===== src/rtl/ptrs_pkg.sv =====
`default_nettype none
// ----------------------------------------------------------------------------
// ptrs_pkg : shared types and constants of the periodic task release scheduler
// Sizes of the task table, field widths, operation and status codes, and the
// command record that travels from the front end to the back end.
// ----------------------------------------------------------------------------
package ptrs_pkg;

   localparam int MAX_TASKS    = 8;
   localparam int MAX_PERIOD   = 255;
   localparam int RESULT_LIMIT = 8;

   localparam int SLOT_W  = (MAX_TASKS > 1) ? $clog2(MAX_TASKS) : 1;
   localparam int COUNT_W = $clog2(MAX_TASKS + 1);
   localparam int NRES_W  = $clog2(RESULT_LIMIT + 1);

   localparam int OP_W     = 2;
   localparam int PERIOD_W = 8;
   localparam int MODE_W   = 2;
   localparam int STATUS_W = 2;
   localparam int INDEX_W  = 3;

   localparam int QUEUE_DEPTH = 2;
   localparam int QPTR_W      = $clog2(QUEUE_DEPTH);

   typedef enum logic [OP_W-1:0] {
      OP_CREATE = 2'd0,
      OP_TICK   = 2'd1,
      OP_RUN    = 2'd2,
      OP_IGNORE = 2'd3
   } op_type;

   typedef enum logic [1:0] {
      CMD_CREATE,
      CMD_TICK,
      CMD_RUN
   } cmd_kind_type;

   localparam logic [MODE_W-1:0] MODE_READY     = 2'd0;
   localparam logic [MODE_W-1:0] MODE_BLOCKED   = 2'd1;
   localparam logic [MODE_W-1:0] MODE_SUSPENDED = 2'd2;

   localparam logic [STATUS_W-1:0] STATUS_OK     = 2'd0;
   localparam logic [STATUS_W-1:0] STATUS_FULL   = 2'd1;
   localparam logic [STATUS_W-1:0] STATUS_PERIOD = 2'd2;

   localparam logic KIND_CREATE = 1'b0;
   localparam logic KIND_RUN    = 1'b1;

   typedef struct packed {
      cmd_kind_type          kind;
      logic [PERIOD_W-1:0]   period;
      logic [MODE_W-1:0]     mode;
      logic                  too_large;
   } cmd_type;

   typedef enum logic {
      BACK_IDLE,
      BACK_WALK
   } back_state_type;

endpackage : ptrs_pkg
`default_nettype wire


===== src/rtl/ptrs_front.sv =====
`default_nettype none
// ----------------------------------------------------------------------------
// ptrs_front : command front end
// Accepts requests, decodes the operation, checks the period range and hands
// a command record to the queue. Unused operation codes are dropped here.
// ----------------------------------------------------------------------------
module ptrs_front (
   input  wire logic                              start,
   input  wire logic [ptrs_pkg::OP_W-1:0]         req_operation,
   input  wire logic [ptrs_pkg::PERIOD_W-1:0]     req_period,
   input  wire logic [ptrs_pkg::MODE_W-1:0]       req_initial_state,
   input  wire logic                              queue_full,
   output logic                                   busy,
   output logic                                   push,
   output ptrs_pkg::cmd_type                      cmd
);

   logic accept;

   always_comb begin
      busy          = queue_full;
      accept        = start && !queue_full;
      push          = 1'b0;
      cmd.kind      = ptrs_pkg::CMD_TICK;
      cmd.period    = req_period;
      cmd.mode      = req_initial_state;
      cmd.too_large = (req_period > ptrs_pkg::PERIOD_W'(ptrs_pkg::MAX_PERIOD));
      case (ptrs_pkg::op_type'(req_operation))
         ptrs_pkg::OP_CREATE: begin
            cmd.kind = ptrs_pkg::CMD_CREATE;
            push     = accept;
         end
         ptrs_pkg::OP_TICK: begin
            cmd.kind = ptrs_pkg::CMD_TICK;
            push     = accept;
         end
         ptrs_pkg::OP_RUN: begin
            cmd.kind = ptrs_pkg::CMD_RUN;
            push     = accept;
         end
         default: begin
            push = 1'b0;
         end
      endcase
   end

endmodule : ptrs_front
`default_nettype wire


===== src/rtl/ptrs_queue.sv =====
`default_nettype none
// ----------------------------------------------------------------------------
// ptrs_queue : command queue
// A short first-in first-out buffer of command records between the front end
// and the back end.
// ----------------------------------------------------------------------------
module ptrs_queue (
   input  wire logic              clock,
   input  wire logic              reset,
   input  wire logic              push,
   input  wire ptrs_pkg::cmd_type wr_data,
   input  wire logic              pop,
   output ptrs_pkg::cmd_type      rd_data,
   output logic                   empty,
   output logic                   full
);

   ptrs_pkg::cmd_type            entry_ff [ptrs_pkg::QUEUE_DEPTH];
   logic [ptrs_pkg::QPTR_W-1:0]  wr_ptr_ff, wr_ptr_in;
   logic [ptrs_pkg::QPTR_W-1:0]  rd_ptr_ff, rd_ptr_in;
   logic [ptrs_pkg::QPTR_W:0]    fill_ff, fill_in;
   logic                         do_push;
   logic                         do_pop;

   always_comb begin
      empty     = (fill_ff == '0);
      full      = (fill_ff == (ptrs_pkg::QPTR_W + 1)'(ptrs_pkg::QUEUE_DEPTH));
      do_push   = push && !full;
      do_pop    = pop && !empty;
      rd_data   = entry_ff[rd_ptr_ff];
      wr_ptr_in = do_push ? wr_ptr_ff + 1'b1 : wr_ptr_ff;
      rd_ptr_in = do_pop ? rd_ptr_ff + 1'b1 : rd_ptr_ff;
      fill_in   = fill_ff;
      if (do_push && !do_pop) begin
         fill_in = fill_ff + 1'b1;
      end else if (do_pop && !do_push) begin
         fill_in = fill_ff - 1'b1;
      end
   end

   always_ff @(posedge clock) begin
      if (reset) begin
         wr_ptr_ff <= '0;
         rd_ptr_ff <= '0;
         fill_ff   <= '0;
      end else begin
         wr_ptr_ff <= wr_ptr_in;
         rd_ptr_ff <= rd_ptr_in;
         fill_ff   <= fill_in;
      end
   end

   always_ff @(posedge clock) begin
      if (do_push) begin
         entry_ff[wr_ptr_ff] <= wr_data;
      end
   end

endmodule : ptrs_queue
`default_nettype wire


===== src/rtl/ptrs_back.sv =====
`default_nettype none
// ----------------------------------------------------------------------------
// ptrs_back : command back end
// Owns the task table. Creates tasks in one step and walks the table one slot
// per cycle for tick and run commands, producing registered results.
// ----------------------------------------------------------------------------
module ptrs_back (
   input  wire logic                                clock,
   input  wire logic                                reset,
   input  wire logic                                queue_empty,
   input  wire ptrs_pkg::cmd_type                   cmd,
   output logic                                     queue_pop,
   output logic                                     rsp_strobe,
   output logic                                     rsp_reply_kind,
   output logic [ptrs_pkg::STATUS_W-1:0]            rsp_status,
   output logic [ptrs_pkg::INDEX_W-1:0]             rsp_task_index,
   output logic                                     rsp_dispatched,
   output logic                                     rsp_last
);

   // Task table.
   logic [ptrs_pkg::PERIOD_W-1:0] period_mem [ptrs_pkg::MAX_TASKS];
   logic [ptrs_pkg::PERIOD_W-1:0] tick_mem   [ptrs_pkg::MAX_TASKS];
   logic [ptrs_pkg::MODE_W-1:0]   mode_mem   [ptrs_pkg::MAX_TASKS];

   ptrs_pkg::back_state_type       state_ff, state_in;
   ptrs_pkg::cmd_kind_type         kind_ff, kind_in;
   logic [ptrs_pkg::COUNT_W-1:0]   count_ff, count_in;
   logic [ptrs_pkg::COUNT_W-1:0]   walk_ff, walk_in;
   logic [ptrs_pkg::NRES_W-1:0]    found_ff, found_in;
   logic                           pend_valid_ff, pend_valid_in;
   logic [ptrs_pkg::SLOT_W-1:0]    pend_slot_ff, pend_slot_in;

   logic                           strobe_ff, strobe_in;
   logic                           reply_kind_ff, reply_kind_in;
   logic [ptrs_pkg::STATUS_W-1:0]  status_ff, status_in;
   logic [ptrs_pkg::INDEX_W-1:0]   index_ff, index_in;
   logic                           disp_ff, disp_in;
   logic                           last_ff, last_in;

   logic [ptrs_pkg::SLOT_W-1:0]    slot;
   logic [ptrs_pkg::PERIOD_W-1:0]  rd_period;
   logic [ptrs_pkg::PERIOD_W-1:0]  rd_tick;
   logic [ptrs_pkg::MODE_W-1:0]    rd_mode;
   logic                           walking;

   logic                           wr_period_en;
   logic                           wr_tick_en;
   logic                           wr_mode_en;
   logic [ptrs_pkg::SLOT_W-1:0]    wr_slot;
   logic [ptrs_pkg::PERIOD_W-1:0]  wr_period;
   logic [ptrs_pkg::PERIOD_W-1:0]  wr_tick;
   logic [ptrs_pkg::MODE_W-1:0]    wr_mode;

   assign rsp_strobe     = strobe_ff;
   assign rsp_reply_kind = reply_kind_ff;
   assign rsp_status     = status_ff;
   assign rsp_task_index = index_ff;
   assign rsp_dispatched = disp_ff;
   assign rsp_last       = last_ff;

   always_comb begin
      slot      = walk_ff[ptrs_pkg::SLOT_W-1:0];
      rd_period = period_mem[slot];
      rd_tick   = tick_mem[slot];
      rd_mode   = mode_mem[slot];
      walking   = (walk_ff < count_ff) &&
                  ((kind_ff == ptrs_pkg::CMD_TICK) ||
                   (found_ff < ptrs_pkg::NRES_W'(ptrs_pkg::RESULT_LIMIT)));

      state_in      = state_ff;
      kind_in       = kind_ff;
      count_in      = count_ff;
      walk_in       = walk_ff;
      found_in      = found_ff;
      pend_valid_in = pend_valid_ff;
      pend_slot_in  = pend_slot_ff;
      queue_pop     = 1'b0;

      strobe_in     = 1'b0;
      reply_kind_in = reply_kind_ff;
      status_in     = status_ff;
      index_in      = index_ff;
      disp_in       = disp_ff;
      last_in       = last_ff;

      wr_period_en  = 1'b0;
      wr_tick_en    = 1'b0;
      wr_mode_en    = 1'b0;
      wr_slot       = slot;
      wr_period     = cmd.period;
      wr_tick       = rd_tick + 1'b1;
      wr_mode       = rd_mode;

      case (state_ff)
         ptrs_pkg::BACK_IDLE: begin
            if (!queue_empty) begin
               queue_pop = 1'b1;
               case (cmd.kind)
                  ptrs_pkg::CMD_CREATE: begin
                     strobe_in     = 1'b1;
                     reply_kind_in = ptrs_pkg::KIND_CREATE;
                     disp_in       = 1'b0;
                     last_in       = 1'b1;
                     index_in      = '0;
                     if (count_ff >= ptrs_pkg::COUNT_W'(ptrs_pkg::MAX_TASKS)) begin
                        status_in = ptrs_pkg::STATUS_FULL;
                     end else if (cmd.too_large) begin
                        status_in = ptrs_pkg::STATUS_PERIOD;
                     end else begin
                        status_in    = ptrs_pkg::STATUS_OK;
                        index_in     = ptrs_pkg::INDEX_W'(count_ff);
                        wr_slot      = count_ff[ptrs_pkg::SLOT_W-1:0];
                        wr_period    = cmd.period;
                        wr_tick      = ptrs_pkg::PERIOD_W'(1);
                        wr_mode      = cmd.mode;
                        wr_period_en = 1'b1;
                        wr_tick_en   = 1'b1;
                        wr_mode_en   = 1'b1;
                        count_in     = count_ff + 1'b1;
                     end
                  end
                  ptrs_pkg::CMD_TICK,
                  ptrs_pkg::CMD_RUN: begin
                     state_in      = ptrs_pkg::BACK_WALK;
                     kind_in       = cmd.kind;
                     walk_in       = '0;
                     found_in      = '0;
                     pend_valid_in = 1'b0;
                  end
                  default: begin
                     state_in = ptrs_pkg::BACK_IDLE;
                  end
               endcase
            end
         end

         ptrs_pkg::BACK_WALK: begin
            if (walking) begin
               walk_in = walk_ff + 1'b1;
               if (kind_ff == ptrs_pkg::CMD_TICK) begin
                  if (rd_mode != ptrs_pkg::MODE_SUSPENDED) begin
                     wr_tick_en = 1'b1;
                     if (rd_tick >= rd_period) begin
                        wr_tick    = ptrs_pkg::PERIOD_W'(1);
                        wr_mode    = ptrs_pkg::MODE_READY;
                        wr_mode_en = 1'b1;
                     end
                  end
               end else if (rd_mode == ptrs_pkg::MODE_READY) begin
                  // A found task is held back one step so that the final
                  // dispatch of the walk can carry the last flag.
                  wr_mode       = ptrs_pkg::MODE_BLOCKED;
                  wr_mode_en    = 1'b1;
                  found_in      = found_ff + 1'b1;
                  pend_valid_in = 1'b1;
                  pend_slot_in  = slot;
                  if (pend_valid_ff) begin
                     strobe_in     = 1'b1;
                     reply_kind_in = ptrs_pkg::KIND_RUN;
                     status_in     = ptrs_pkg::STATUS_OK;
                     index_in      = ptrs_pkg::INDEX_W'(pend_slot_ff);
                     disp_in       = 1'b1;
                     last_in       = 1'b0;
                  end
               end
            end else begin
               state_in = ptrs_pkg::BACK_IDLE;
               if (kind_ff == ptrs_pkg::CMD_RUN) begin
                  strobe_in     = 1'b1;
                  reply_kind_in = ptrs_pkg::KIND_RUN;
                  status_in     = ptrs_pkg::STATUS_OK;
                  last_in       = 1'b1;
                  disp_in       = pend_valid_ff;
                  index_in      = pend_valid_ff ? ptrs_pkg::INDEX_W'(pend_slot_ff) : '0;
               end
            end
         end

         default: begin
            state_in = ptrs_pkg::BACK_IDLE;
         end
      endcase
   end

   always_ff @(posedge clock) begin
      if (reset) begin
         state_ff      <= ptrs_pkg::BACK_IDLE;
         kind_ff       <= ptrs_pkg::CMD_TICK;
         count_ff      <= '0;
         walk_ff       <= '0;
         found_ff      <= '0;
         pend_valid_ff <= 1'b0;
         strobe_ff     <= 1'b0;
      end else begin
         state_ff      <= state_in;
         kind_ff       <= kind_in;
         count_ff      <= count_in;
         walk_ff       <= walk_in;
         found_ff      <= found_in;
         pend_valid_ff <= pend_valid_in;
         strobe_ff     <= strobe_in;
      end
   end

   always_ff @(posedge clock) begin
      pend_slot_ff  <= pend_slot_in;
      reply_kind_ff <= reply_kind_in;
      status_ff     <= status_in;
      index_ff      <= index_in;
      disp_ff       <= disp_in;
      last_ff       <= last_in;
   end

   always_ff @(posedge clock) begin
      if (wr_period_en) begin
         period_mem[wr_slot] <= wr_period;
      end
      if (wr_tick_en) begin
         tick_mem[wr_slot] <= wr_tick;
      end
      if (wr_mode_en) begin
         mode_mem[wr_slot] <= wr_mode;
      end
   end

endmodule : ptrs_back
`default_nettype wire


===== src/rtl/periodic_task_release_scheduler.sv =====
`default_nettype none
// ----------------------------------------------------------------------------
// periodic_task_release_scheduler : time-triggered cooperative task scheduler
// Keeps a table of periodic tasks, releases them on ticks and dispatches the
// ready ones in slot order when asked to run.
// ----------------------------------------------------------------------------
//
//   Channel   Handshake             Payload
//   -------   -------------------   ---------------------------------------
//   request   start high, busy low  req_operation, req_period,
//                                   req_initial_state
//   response  rsp_strobe, 1 cycle   rsp_reply_kind, rsp_status,
//                                   rsp_task_index, rsp_dispatched, rsp_last
//
// A create transaction is held in the command queue until the back end,
// once idle, takes it and registers its reply. Tick and run transactions
// occupy the back end while it takes the command from the queue, walks
// the task table one slot per cycle through a single read port, and then
// closes the walk; a run emits its dispatches during the walk, the last
// one on the closing step. The two-entry queue lets new requests be taken
// while the back end walks; busy rises only when that queue is full.
// Reset is synchronous and clears the task count and all control state; the
// table contents are not cleared, since only created slots are ever read.
// Responses cannot be stalled: each one is valid for exactly one cycle.
// ----------------------------------------------------------------------------
module periodic_task_release_scheduler (
   input  wire logic                             clock,
   input  wire logic                             reset,
   input  wire logic                             start,
   output logic                                  busy,
   input  wire logic [ptrs_pkg::OP_W-1:0]        req_operation,
   input  wire logic [ptrs_pkg::PERIOD_W-1:0]    req_period,
   input  wire logic [ptrs_pkg::MODE_W-1:0]      req_initial_state,
   output logic                                  rsp_strobe,
   output logic                                  rsp_reply_kind,
   output logic [ptrs_pkg::STATUS_W-1:0]         rsp_status,
   output logic [ptrs_pkg::INDEX_W-1:0]          rsp_task_index,
   output logic                                  rsp_dispatched,
   output logic                                  rsp_last
);

   // Decoded command record from the front end into the queue.
   ptrs_pkg::cmd_type front_cmd;
   // Command at the head of the queue, seen by the back end.
   ptrs_pkg::cmd_type head_cmd;
   logic              front_push;
   logic              queue_full;
   logic              queue_empty;
   logic              back_pop;

   // The front end decodes each request; unused operation codes are
   // accepted and dropped without reaching the queue.
   ptrs_front u_front (
      .start             (start),
      .req_operation     (req_operation),
      .req_period        (req_period),
      .req_initial_state (req_initial_state),
      .queue_full        (queue_full),
      .busy              (busy),
      .push              (front_push),
      .cmd               (front_cmd)
   );

   // The queue decouples acceptance from the table walk.
   ptrs_queue u_queue (
      .clock   (clock),
      .reset   (reset),
      .push    (front_push),
      .wr_data (front_cmd),
      .pop     (back_pop),
      .rd_data (head_cmd),
      .empty   (queue_empty),
      .full    (queue_full)
   );

   // The back end owns the task table and produces every response.
   ptrs_back u_back (
      .clock          (clock),
      .reset          (reset),
      .queue_empty    (queue_empty),
      .cmd            (head_cmd),
      .queue_pop      (back_pop),
      .rsp_strobe     (rsp_strobe),
      .rsp_reply_kind (rsp_reply_kind),
      .rsp_status     (rsp_status),
      .rsp_task_index (rsp_task_index),
      .rsp_dispatched (rsp_dispatched),
      .rsp_last       (rsp_last)
   );

endmodule : periodic_task_release_scheduler
`default_nettype wire


===== config.mk =====
export PLATFORM = sky130hd
export DESIGN_NAME = periodic_task_release_scheduler
export DESIGN_NICKNAME = d
export VERILOG_FILES = /design/src/rtl/ptrs_pkg.sv /design/src/rtl/ptrs_front.sv /design/src/rtl/ptrs_queue.sv /design/src/rtl/ptrs_back.sv /design/src/rtl/periodic_task_release_scheduler.sv
export SDC_FILE = /design/constraint.sdc
export NUM_CORES = 1
export LEC_CHECK = 0
export BUFFER_PORTS_ARGS = -buffer_cell sky130_fd_sc_hd__clkbuf_2
export CORE_MARGIN = 1.5
export CORE_UTILIZATION = 51
export DETAILED_ROUTE_END_ITERATION = 6
export PLACE_DENSITY = 0.67
export SYNTH_ARGS = -nofsm -noshare
export SYNTH_HDL_FRONTEND = slang
export SYNTH_SLANG_ARGS = --single-unit

===== constraint.sdc =====
create_clock -name clock -period 8.88 [get_ports clock]
set_input_delay 1.776 -clock clock [delete_from_list [all_inputs] [get_ports clock]]
set_output_delay 1.776 -clock clock [all_outputs]
set_load 0.02 [all_outputs]

==> results.yml <==
placement:
  finalWeightedCongestion: 0.798
  dp_hpwl_um: 10400
  place_area_um2: 8850
  place_ws_ns: 4.58
  portBuffers: 23
  dp.cells: 734
layout:
  nNetsFinal: 571
  mostFrequentLayoutCells: "178 x edfxtp_1, 36 x mux4_2, 28 x nor2_1"
  final_common_cell: "edfxtp_1"
  final_cell_area_um2: 9610
  n_fill_cell: 1282
  syn_to_final_growth_pct: 12.9
  diodes: 0
  drive_above_1_share_pct: 24.9
  fin_cells: 774
timing:
  rsz0062_at_grt: "false"
  fin_ws_ns: 4.60
  worstMarginPinSlew_ns: 1.03
  max_freq_mhz: 234
  maxSlewHeadroom_pct: 30.9
  hold_viol: 0
  post-route-min-period_ns: 4.28
  finClkSkew_ns: 0.0135
  final_max_slew_viol_count: 0
  period_share_pct: 48.2
  setup_violations: 0
  setup_tns_ns: 0
logic_synthesis:
  netlist_instances: 510
  synthFlopType: "edfxtp_1"
  syn_area_per_cell_um2: 16.7
  ys_seq_area_share_pct: 68.6
  synth.lib_cells_used.distinct: 60
  syn_nets: 543
  synth_area_leader_cell: "edfxtp_1"
  synth_area_um2: 8520
  synth_edf_count: 178
  synth_top_area_share_pct: 62.7
  synth_warnings: 0
  ys_ff_latch: 203
  async_flop_share_pct: 0
  synthTopCellsByArea: "edfxtp_1 63%, mux4_2 9.5%, dfxtp_1 5.9%"
setup_path:
  path_max_fanout: 28
  end_kind: "flip-flop"
  reg2reg_to: "u_back.tick_mem[2][5]"
  required_ns: 9.07
  crit_type: "flip-flop to flip-flop"
  critical_path_arrival_ns: 4.47
  r2r_slack_ns: 4.60
  ff2ff_path_depth: 8
  crit_end: "u_back.tick_mem[2][5]"
  cp-start-kind: "flip-flop"
run:
  max_cap_viol_count: 0
drt:
  ant_nets: 0
  vias_per_cell: 5.78
  vias: 4476
  drt_iter0_drc: 371
  wl_per_cell_um: 21.0
  drc: 0
  drt-pass1-iter-count: 5
  finalWirelength_um: 16300
clock_tree:
  clockBufferDepth: 3
  cts_inserted_buffers: 22
  clkTransAtPathRegs_ns: 0.06
  cts_num_sinks: 203
  cts_tree: "done"
  htree_levels: 1
  clock_latency_ns: 0.49
  cts_root_buffer: "clkbuf_16"
  cts_resized: 0
  postCtsHoldBufs: 0
  cts_setup_buffers: 0
power:
  leakage_nw: 3.13
  ir_worst_vdd_mv: 0.174
  powerDensity_nw_per_um2: 265
outcome:
  status: "completed"
global_routing:
  grt_use_total_pct: 19.2
  first_global_vias: 4734
  grt_pass1_wl_um: 26000
  grt_max_degree: 37
  antenna_found_initial: 0
  grt-ovfl-total: 0
min_path:
  hp-class: "flip-flop to flip-flop"
floorplan:
  die_h_um: 132
  start_util_pct: 51.7
  die_w_um: 132
  num_rows: 47
  fp.coreArea_um2: 16500
  die-area_um2: 17500
  ios: 25
==> Yosys cell counts, types with 4 or more instances <==
master and n:
a22o_1 4, a21o_1 4, mux2_2 18, inv_1 14, nand3_1 10, buf_2 9
o21ai_0 6, a211oi_1 5, xnor2_1 5, a31oi_1 7, nor2_1 28, mux2i_1 12
ha_1 18, buf_6 4, clkbuf_1 8, mux4_2 36, xor2_1 4, nand2_1 17
and3_1 4, dfxtp_1 25, nand2b_1 4, a21oi_1 15, edfxtp_1 178, nor3_1 20
nor2b_1 5
==> kinds of logic after synthesis <==
group | after synthesis | share of synthesized area (%)
compound gates | 60 | 4.92
xor+xnor | 9 | 0.925
fa+ha+maj | 18 | 2.64
buf+inv | 37 | 2.16
flops | 203 | 68.6
mux | 68 | 13.6
other cells | 1 | 0.0440
simple gates | 114 | 7.08
==> how the worst min path moves through the flow <==
| stage | start | end | slack (ns) | depth (start not counted) |
|---|---|---|---|---|
| 3_3_place_gp | u_back.kind_ff[0] | u_back.kind_ff[0] | 0.48 | 1 |
| 6_report | u_back.walk_ff[3] | u_back.walk_ff[3] | 0.51 | 2 |
| 5_1_grt | u_back.walk_ff[3] | u_back.walk_ff[3] | 0.54 | 2 |
| 4_1_cts | u_back.walk_ff[3] | u_back.walk_ff[3] | 0.51 | 2 |
| 3_5_place_dp | u_back.kind_ff[0] | u_back.kind_ff[0] | 0.50 | 1 |
| 2_1_floorplan | u_back.state_ff | u_back.rsp_reply_kind | 0.44 | 0 |
==> sequential cells by signal (all words and copies together), names as in the netlist, 3 cells and up, named ones only <==
name                   flops
u_back.found_ff            4
u_back.count_ff            4
u_back.pend_slot_ff        3
u_back.mode_mem           16
u_back.rsp_task_index      3
u_back.walk_ff             4
u_back.period_mem         64
u_back.tick_mem           64
u_queue.entry_ff          24
==> final cells by class <==
cell class / instances / area (µm²) / area share [%]
clock inverters: 14 / 173 / 1.80
clock buffers: 26 / 587 / 6.10
inverters: 14 / 52.6 / 0.547
repair buffers: 27 / 145 / 1.51
flip-flops and latches: 203 / 5850 / 60.8
multi-input cells: 270 / 2530 / 26.4
well taps: 220 / 275 / 2.86
==> metrics by stage <==
stage / hold slack, ns / total power, mW / util [%]
global placement: 0.484 / 1.61 / 53.8
floorplan: 0.438 / 1.51 / -
detailed placement: 0.502 / 1.63 / 53.8
global route: 0.541 / 2.66 / 58.4
finish: 0.508 / 2.55 / 58.4
CTS: 0.514 / 2.57 / 58.4
==> critical path, cell delays in order, from the launching register on <==
cell and delay, ns:
dfxtp_2 0.98, mux4_2 0.60, mux2i_1 0.22, ha_1 0.29, a21o_1 0.18, a221oi_1 0.40, o21ai_0 0.27, a31o_2 0.35
nor3_1 0.66
==> power by group <==
group / switching [mW] / total [mW] / internal, mW
combinational: 0.263 / 0.402 / 0.140
clock: 0.352 / 0.941 / 0.589
sequential: 0.0384 / 1.21 / 1.17
total: 0.653 / 2.55 / 1.90
==> metal layers <==
metal	wire length [µm]	global-route usage [%]	vias up
met1	7110	25.9	2277
met5	0	0	-
li1	-	-	2073
met2	8230	32.8	102
met4	240	4.82	0
met3	678	3.42	24
Power figures use the tool's default switching activity.
